[src/design/pag_pkg.sv]
// ----------------------------------------------------------------------------
// Preferential attachment graph generator package
// Shared constants, payload types and controller/datapath interface types.
// ----------------------------------------------------------------------------
`default_nettype none

package pag_pkg;

  localparam int MAX_NODES          = 1024;
  localparam int MAX_LINKS_PER_NODE = 16;
  localparam int LIST_DEPTH         = 65536;

  localparam int NODE_W  = 10;
  localparam int NODE_CW = $clog2(MAX_NODES) + 1;
  localparam int ADDR_W  = $clog2(LIST_DEPTH);
  localparam int LEN_W   = ADDR_W + 1;
  localparam int SLOT_W  = $clog2(MAX_LINKS_PER_NODE);
  localparam int LINK_W  = SLOT_W + 1;
  localparam int DEG_W   = 10;
  localparam int WORD_W  = 32;
  localparam int CFG_W   = 6;
  localparam int CFG_IDX_W = 1;

  localparam logic [DEG_W-1:0] DEG_MAX = '1;

  localparam logic [CFG_IDX_W-1:0] CFG_LINKS = 1'b0;
  localparam logic [CFG_IDX_W-1:0] CFG_SEED  = 1'b1;

  localparam logic OP_RESTART = 1'b0;
  localparam logic OP_DRAW    = 1'b1;

  typedef struct packed {
    logic              op;
    logic [WORD_W-1:0] random_word;
  } in_t;

  typedef struct packed {
    logic [NODE_W-1:0] new_node;
    logic [NODE_W-1:0] target_node;
    logic [DEG_W-1:0]  target_degree;
    logic              status;
    logic              last;
  } out_t;

  typedef struct packed {
    logic accept;
    logic restart_init;
    logic clr_step;
    logic push_i;
    logic push_j;
    logic mod_step;
    logic ep_read;
    logic insert;
    logic link_rd;
    logic link_wr;
    logic finish;
    logic status_out;
  } cmd_t;

  typedef struct packed {
    logic op;
    logic list_empty;
    logic full;
    logic clr_done;
    logic m0_small;
    logic pair_last;
    logic mod_last;
    logic need_emit;
    logic last_link;
    logic out_busy;
  } sts_t;

endpackage

`default_nettype wire

[src/design/pag_ctrl.sv]
// ----------------------------------------------------------------------------
// Preferential attachment graph generator controller
// Sequences restart, draw, modulo, insertion and link emission steps.
// ----------------------------------------------------------------------------
`default_nettype none

module pag_ctrl
  import pag_pkg::*;
(
  input  wire logic clk,
  input  wire logic rst,
  input  wire logic in_valid,
  output logic      in_ready,
  input  wire sts_t sts,
  output cmd_t      cmd
);

  typedef enum logic [3:0] {
    S_IDLE, S_DECIDE, S_CLEAR, S_PAIR_I, S_PAIR_J, S_MOD, S_READ,
    S_INSERT, S_CHECK, S_LINK_RD, S_LINK_WR, S_FINISH, S_STATUS
  } state_t;

  state_t state, state_next;

  always_ff @(posedge clk) begin
    if (rst) begin
      state <= S_IDLE;
    end else begin
      state <= state_next;
    end
  end

  assign in_ready = (state == S_IDLE);

  always_comb begin
    cmd        = '0;
    state_next = state;
    case (state)
      S_IDLE: begin
        if (in_valid) begin
          cmd.accept = 1'b1;
          state_next = S_DECIDE;
        end
      end
      S_DECIDE: begin
        if (sts.op == OP_RESTART) begin
          cmd.restart_init = 1'b1;
          state_next       = S_CLEAR;
        end else if (sts.list_empty) begin
          state_next = S_IDLE;
        end else if (sts.full) begin
          state_next = S_STATUS;
        end else begin
          state_next = S_MOD;
        end
      end
      S_CLEAR: begin
        cmd.clr_step = 1'b1;
        if (sts.clr_done) begin
          state_next = sts.m0_small ? S_IDLE : S_PAIR_I;
        end
      end
      S_PAIR_I: begin
        cmd.push_i = 1'b1;
        state_next = S_PAIR_J;
      end
      S_PAIR_J: begin
        cmd.push_j = 1'b1;
        state_next = sts.pair_last ? S_IDLE : S_PAIR_I;
      end
      S_MOD: begin
        cmd.mod_step = 1'b1;
        if (sts.mod_last) begin
          state_next = S_READ;
        end
      end
      S_READ: begin
        cmd.ep_read = 1'b1;
        state_next  = S_INSERT;
      end
      S_INSERT: begin
        cmd.insert = 1'b1;
        state_next = S_CHECK;
      end
      S_CHECK: begin
        state_next = sts.need_emit ? S_LINK_RD : S_IDLE;
      end
      S_LINK_RD: begin
        cmd.link_rd = 1'b1;
        state_next  = S_LINK_WR;
      end
      S_LINK_WR: begin
        if (!sts.out_busy) begin
          cmd.link_wr = 1'b1;
          state_next  = sts.last_link ? S_FINISH : S_LINK_RD;
        end
      end
      S_FINISH: begin
        cmd.finish = 1'b1;
        state_next = S_IDLE;
      end
      S_STATUS: begin
        if (!sts.out_busy) begin
          cmd.status_out = 1'b1;
          state_next     = S_IDLE;
        end
      end
      default: begin
        state_next = S_IDLE;
      end
    endcase
  end

endmodule

`default_nettype wire

[config.mk]
export PLATFORM = sky130hd
export DESIGN_NAME = pag_ctrl
export DESIGN_NICKNAME = d
export VERILOG_FILES = /design/src/design/pag_pkg.sv /design/src/design/pag_ctrl.sv
export SDC_FILE = /design/constraint.sdc
export NUM_CORES = 1
export LEC_CHECK = 0
export ABC_AREA = 1
export BUFFER_PORTS_ARGS = -buffer_cell sky130_fd_sc_hd__buf_4
export CAP_MARGIN = 20
export CORE_MARGIN = 2
export CORE_UTILIZATION = 25
export DETAILED_ROUTE_END_ITERATION = 10
export PLACE_DENSITY = 0.56
export SYNTH_ARGS = -nofsm -noshare
export SYNTH_HDL_FRONTEND = slang
export SYNTH_SLANG_ARGS = --single-unit
[constraint.sdc]
create_clock -name clk -period 2.3 [get_ports clk]
set_clock_uncertainty 0.15 [all_clocks]
set_input_delay 0.115 -clock clk [delete_from_list [all_inputs] [get_ports clk]]
set_output_delay 0.115 -clock clk [all_outputs]
set_load 0.05 [all_outputs]
; ---- Word level (Yosys, flattened, before mapping)
; Index checks and enable logic that the tools add are counted.
[word_totals]
register_bits = 4
output_inout_bits = 13
elab_cells = 48
[classes]
n_eq_ne = 17
n_mux = 28
n_reduce_logical = 2
[op_table]
columns = operator, n
row1 = one-hot mux 4 bit (12 select lines), 1
row2 = two-way mux 4 bit, 9
row3 = "== test 4 bit, second input constant", 5
row4 = "== test 4 x 3 -> 1 bit, second input constant", 4
row5 = two-way mux 1 bit, 15
row6 = "!= test 2 bit, second input constant", 5
row7 = "== test 4 x 2 -> 1 bit, second input constant", 2
row8 = two-way mux 2 bit, 3
row9 = AND reduction 5 bit, 1
row10 = "== test 4 x 1 -> 1 bit, second input constant", 1
row11 = logical NOT 4 bit, 1

; ---- Longest topological paths before layout
; Gate-level depths: netlist of the first run.
[depth]
depth_word = 4
depth_mapped = 9
depth_no_buf = 8

; ---- Worst setup path after synthesis of the first run
; Ideal clock, no wire load.
[synth_path]
kind = register to output
startpoint = register state[3]
endpoint = output port cmd[10] (netlist name)
t_arrival_ns = 1.722
setup_slack_ns = 0.313
path_stages_with_launch = 4
n_path_buf = 0
cell_sequence = dfxtp_1 -> nor2_2 -> inv_2 -> nor3_1
[synth_rtl]
columns = item, line
row1 = "start, declared", pag_ctrl.sv:23  ; state_t state, state_next;
row2 = "start signal, assigned", pag_ctrl.sv:29  ; state <= state_next;
row3 = "end, declared", pag_ctrl.sv:15  ; output cmd_t cmd

==> flow_summary.yaml, run 1 <==
critical_path:
  criticalPathCategory: "reg2out"
  crit_family: "flip-flops"
  slowest_stage: "dfxtp_1"
  cp_slowest_stage_delay_ps: 490
  arrival_ps: 1490
  cp.required_ps: 2040
  crit_path_cell_trace: "inv_2, nor2_2, nand2_1, nor2_1, buf_4"
  cp_num_buf_inv: 2
  cp-end-kind: "output pin"
  worstReg2RegStart: "state[1]"
  path_max_fanout: 8
  startpoint_type: "flip-flop"
  critPathLaunch: "state[1]"
drt:
  firstDrtPassIters: 6
  viasPerCell: 4.39
  vias: 645
  routed_wl_um: 1480
  drt-initial-drc-count: 6
  wl_per_cell_um: 10.1
  ant_nets: 0
  drc: 0
logic_synthesis:
  synth_xor_area_frac: 0
  synth_enable_flop_cells: 0
  synth.area.mux_share: 0
  synth_compound_area_frac: 0.0833
  synth_ff_type: "dfxtp_1"
  syn_area_um2: 495
  ys_warn_count: 0
  synth.distinct_cells: 18
  synth-simple-area-share: 0.596
  synth_top_family_by_area: "simple AND/OR/NAND/NOR gates"
  synth.avg_cell_area_um2: 5.33
  ys_async_sr_fraction: 0
  ys_ff_latch: 4
  syn-num-nets: 106
  seq_area_frac_synth: 0.162
  synth-adder-area-share: 0
  syn_inst: 93
die:
  rows: 16
  die_h_um: 48.5
  core_area_um2: 1920
  boundaryPins: 26
  initial_core_util: 0.258
  die_x_um: 48.5
  dieArea_um2: 2350
placement:
  place_congestion: 0.809
  dp_slack_ps: 708
  placed_cell_area_um2: 702
  hpwl_um: 1260
  port_buffers: 25
cts:
  insertion_delay_ps: 230
  cts_buffer_depth: 2
  cts_num_sinks: 4
  h-tree-depth: 1
  cts_root_buf: "clkbuf_4"
  cts_tree: "built"
  cts_setup_buffers: 0
  clkSlewWorstSetupHoldPaths_ps: 40
  numCtsBuffers: 3
power:
  p_leak_nw: 0.403
  power_w: 0.000455
  vdd_drop_max_uv: 290
  power_density_nw_per_um2: 619
grt:
  grt_pass1_vias: 619
  grt_max_degree: 9
  antenna_found_initial: 0
  track_usage: 0.135
  overflow: 0
  grt_pass1_wl_um: 2550
timing:
  slew_headroom: 0.796
  worst_pin_slew_ps: 306
  hold_viol_final: 0
  min_period_over_period: 0.762
  setup_viol: 0
  max_freq_mhz: 571
  setup_slack_ps: 548
  tns_ps: 0
  drv_slew: 0
  period_needed_ps: 1750
  rsz0062_at_grt: "no"
min_path:
  hold_start: "sts[0]"
  hold_path.class: "in2reg"
layout:
  largest_reg_flops: 4
  antenna_cells: 0
  reg_top3: "state (4)"
  synthToLayoutAreaGrowth_pct: 48.2
  fin_nets: 135
  drive_gt1_frac: 0.350
  final_area_um2: 734
  fillerInstances: 240
  top_register: "state"
status:
  status: "completed"
flow_run:
  maxCapViolCount: 0
## cell families after synthesis
kind of cell	count (synthesis)
compound gates	7
buf+inv	19
flops	4
simple gates	63
## synthesized netlist by cell type (2+ instances only)
| library cell | count | area share |
|---|---|---|
| nand3b_1 | 2 | 0.030 |
| nor2_4 | 2 | 0.045 |
| nand3_1 | 11 | 0.11 |
| buf_4 | 2 | 0.030 |
| inv_1 | 12 | 0.091 |
| nor2_2 | 5 | 0.063 |
| nand2_1 | 22 | 0.17 |
| dfxtp_1 | 4 | 0.16 |
| nor3_1 | 4 | 0.040 |
| a21oi_1 | 3 | 0.030 |
| nor2_1 | 15 | 0.11 |
| inv_2 | 5 | 0.038 |
## timing repair
item | CTS | global route
hold buffers | 1 | 0
gates resized for setup | 0 | 0
endpoints found under the hold margin | 4 | 0
## metal layers
| metal | wire [um] | up-vias | GRT usage |
|---|---|---|---|
| li1 | - | 345 | - |
| met5 | 0 | - | 0 |
| met1 | 691 | 280 | 0.157 |
| met3 | 61 | 2 | 0.0340 |
| met4 | 19 | 0 | 0.0429 |
| met2 | 709 | 18 | 0.243 |
## layout make-up
cell class                 instances  area (um^2)  share of cell area
multi-input combinational         70          337               0.458
clock buffer                       3         22.5              0.0307
tap                               27         33.8              0.0460
timing repair buffer              26          198               0.269
inverter                          17         63.8              0.0869
sequential                         4         80.1               0.109
## power breakdown
| group | internal, W | total [W] | leakage (nW) | switching, W |
|---|---|---|---|---|
| Sequential | 0.0000795 | 0.000102 | 0.0326 | 0.0000223 |
| Combinational | 0.0000885 | 0.000269 | 0.357 | 0.000180 |
| Clock | 0.0000582 | 0.0000841 | 0.0138 | 0.0000260 |
## stage by stage
stage,hold slack [ps],utilization,std cells
2_1_floorplan,27.4,-,93
3_3_place_gp,152,0.365,143
3_5_place_dp,152,0.365,143
4_1_cts,62.5,0.382,147
5_1_grt,69.3,0.382,147
6_report,60.9,0.382,147
## final timing paths
| path | cells past startpoint | end | slack [ps] |
|---|---|---|---|
| worst max-delay path | 5 | cmd[2] | 550 |
| worst min-delay path | 3 | state[3] | 60 |
| worst min register to register | 2 | state[2] | 430 |
| worst max register to register | 8 | state[1] | 680 |
## worst reg2reg max path, stage by stage (launching register included)
cell	delay [ps]
dfxtp_1	490
inv_2	90
nor2_2	240
nand2_1	140
nor2_1	130
nor2_1	50
nand3_1	70
nand2_1	60
a21oi_1	140
## cells in the final DEF (no fill, tap or decap)
cell / netlist / layout
nand3b_1: 2 / 2
buf_4: 2 / 25
o21ai_1: 1 / 1
clkbuf_4: 0 / 3
nand3_1: 11 / 11
inv_2: 5 / 5
a21oi_1: 3 / 3
nor2_2: 5 / 5
nor2_1: 15 / 15
nand2_2: 1 / 1
nor3_1: 4 / 4
nand4_1: 1 / 1
inv_1: 12 / 12
dlygate4sd3_1: 0 / 1
o211ai_1: 1 / 1
nand2_1: 22 / 22
dfxtp_1: 4 / 4
nor2_4: 2 / 2
a21oi_2: 1 / 1
o21ai_0: 1 / 1
Note: power is estimated with default switching activity, not from simulation.
==> run 2: changes to the inputs <==
- clock period: 2.3 -> 1.7 ns (I/O delays scaled with it)
==> run 2 against run 1 <==
Compared with the run above:
- die area stayed put
- sequential power is 37% higher
- total power is 36% higher
- largest cell class unchanged
- largest power group unchanged
==> flow_summary.yaml, run 2 (same netlist as run 1, synthesis figures left out) <==
drt:
  firstDrtPassIters: 4
  drt-initial-drc-count: 17
  ant_nets: 0
  viasPerCell: 4.27
  vias: 628
  drc: 0
  routed_wl_um: 1390
  wl_per_cell_um: 9.44
layout:
  final_common_cell: "buf_4"
  top_register: "state"
  synthToLayoutAreaGrowth_pct: 51.5
  reg_top3: "state (4)"
  antenna_cells: 0
  post-route-util: 0.391
  largest_reg_flops: 4
  drive_gt1_frac: 0.383
  final_cell_mix: "25 x buf_4, 22 x nand2_1, 13 x nor2_1"
  fin_nets: 135
cts:
  cts_buffer_depth: 2
  h-tree-depth: 1
  cts_num_sinks: 4
  cts_tree: "built"
  cts_root_buf: "clkbuf_4"
  numCtsBuffers: 3
  insertion_delay_ps: 230
  clkSlewWorstSetupHoldPaths_ps: 40
grt:
  track_usage: 0.126
  grt_pass1_wl_um: 2350
  antenna_found_initial: 0
  grt_max_degree: 9
  grt_pass1_vias: 583
  overflow: 0
die:
  die_x_um: 48.5
  core_area_um2: 1920
  rows: 16
  dieArea_um2: 2350
  die_h_um: 48.5
  initial_core_util: 0.258
  boundaryPins: 26
critical_path:
  critPathLaunch: "state[0]"
  worstReg2RegStart: "state[0]"
  criticalPathCategory: "reg2out"
  cp.required_ps: 1460
  arrival_ps: 1350
  path_max_fanout: 8
  startpoint_type: "flip-flop"
  cp-end-kind: "output pin"
  rr_worst_depth: 8
flow_run:
  maxCapViolCount: 0
timing:
  max_freq_mhz: 631
  hold_viol_final: 0
  slew_headroom: 0.774
  period_needed_ps: 1590
  rsz0062_at_grt: "yes"
  setup_viol: 0
  min_period_over_period: 0.933
  drv_slew: 0
  worst_pin_slew_ps: 338
  tns_ps: 0
placement:
  port_buffers: 25
  hpwl_um: 1180
  place_congestion: 0.768
min_path:
  min_path_cells: 3
  hold_start: "sts[0]"
  hold_path.class: "in2reg"
power:
  vdd_drop_max_uv: 484
  p_leak_nw: 0.409
  power_density_nw_per_um2: 825
status:
  status: "completed"
-- run 2: cell counts in the layout (fill, tap and decap cells not counted) --
Identical to the previous run, type by type.
-- run 2: what timing repair did --
action                     CTS  global route
setup buffers                0             0
setup endpoints to repair    1             3
gates resized for setup      1             1
hold endpoints to repair     4             0
hold buffers                 1             0
-- run 2: final timing paths --
check,to,slack [ps]
min,state[3],20
max reg2reg,state[2],200
min reg2reg,state[1],380
max,cmd[10],110
-- run 2: per-layer routing --
layer / vias up / wire, um / part of all wire / global-route usage
met4: 0 / 0 / 0 / 0.0286
met2: 19 / 641 / 0.46 / 0.208
met1: 264 / 650 / 0.47 / 0.151
met5: - / 0 / 0 / 0
li1: 345 / - / - / -
met3: 0 / 96 / 0.069 / 0.0556
-- run 2: area by class of cell --
cell class	count	area (um^2)
fill	229	1170
timing repair buffer	26	198
tap	27	33.8
sequential	4	81.3
clock buffer	3	22.5
inverter	17	63.8
multi-input combinational	70	352
-- run 2: critical path, stage by stage (launching register included) --
cell	delay, ps
dfxtp_1	500
nand2_1	190
nor3_1	200
buf_4	220
-- run 2: metrics by stage --
step                setup slack (ps)  instance area [um^2]  hold slack, ps  total power (W)  instances
global route                   -6.80                   751            20.6         0.000673        147
global placement                 150                   712             126         0.000500        143
floorplan                       -257                   505           -2.56         0.000411         93
finish                           114                   751            25.0         0.000619        147
detailed placement               144                   712             128         0.000500        143
CTS                             83.7                   746            25.2         0.000627        147
-- run 2: report_power, final --
group          total, W  leakage (nW)  switching, W  internal [W]
Sequential     0.000140        0.0331     0.0000316      0.000108
Clock          0.000118        0.0138     0.0000391     0.0000790
Combinational  0.000361         0.362      0.000240      0.000121
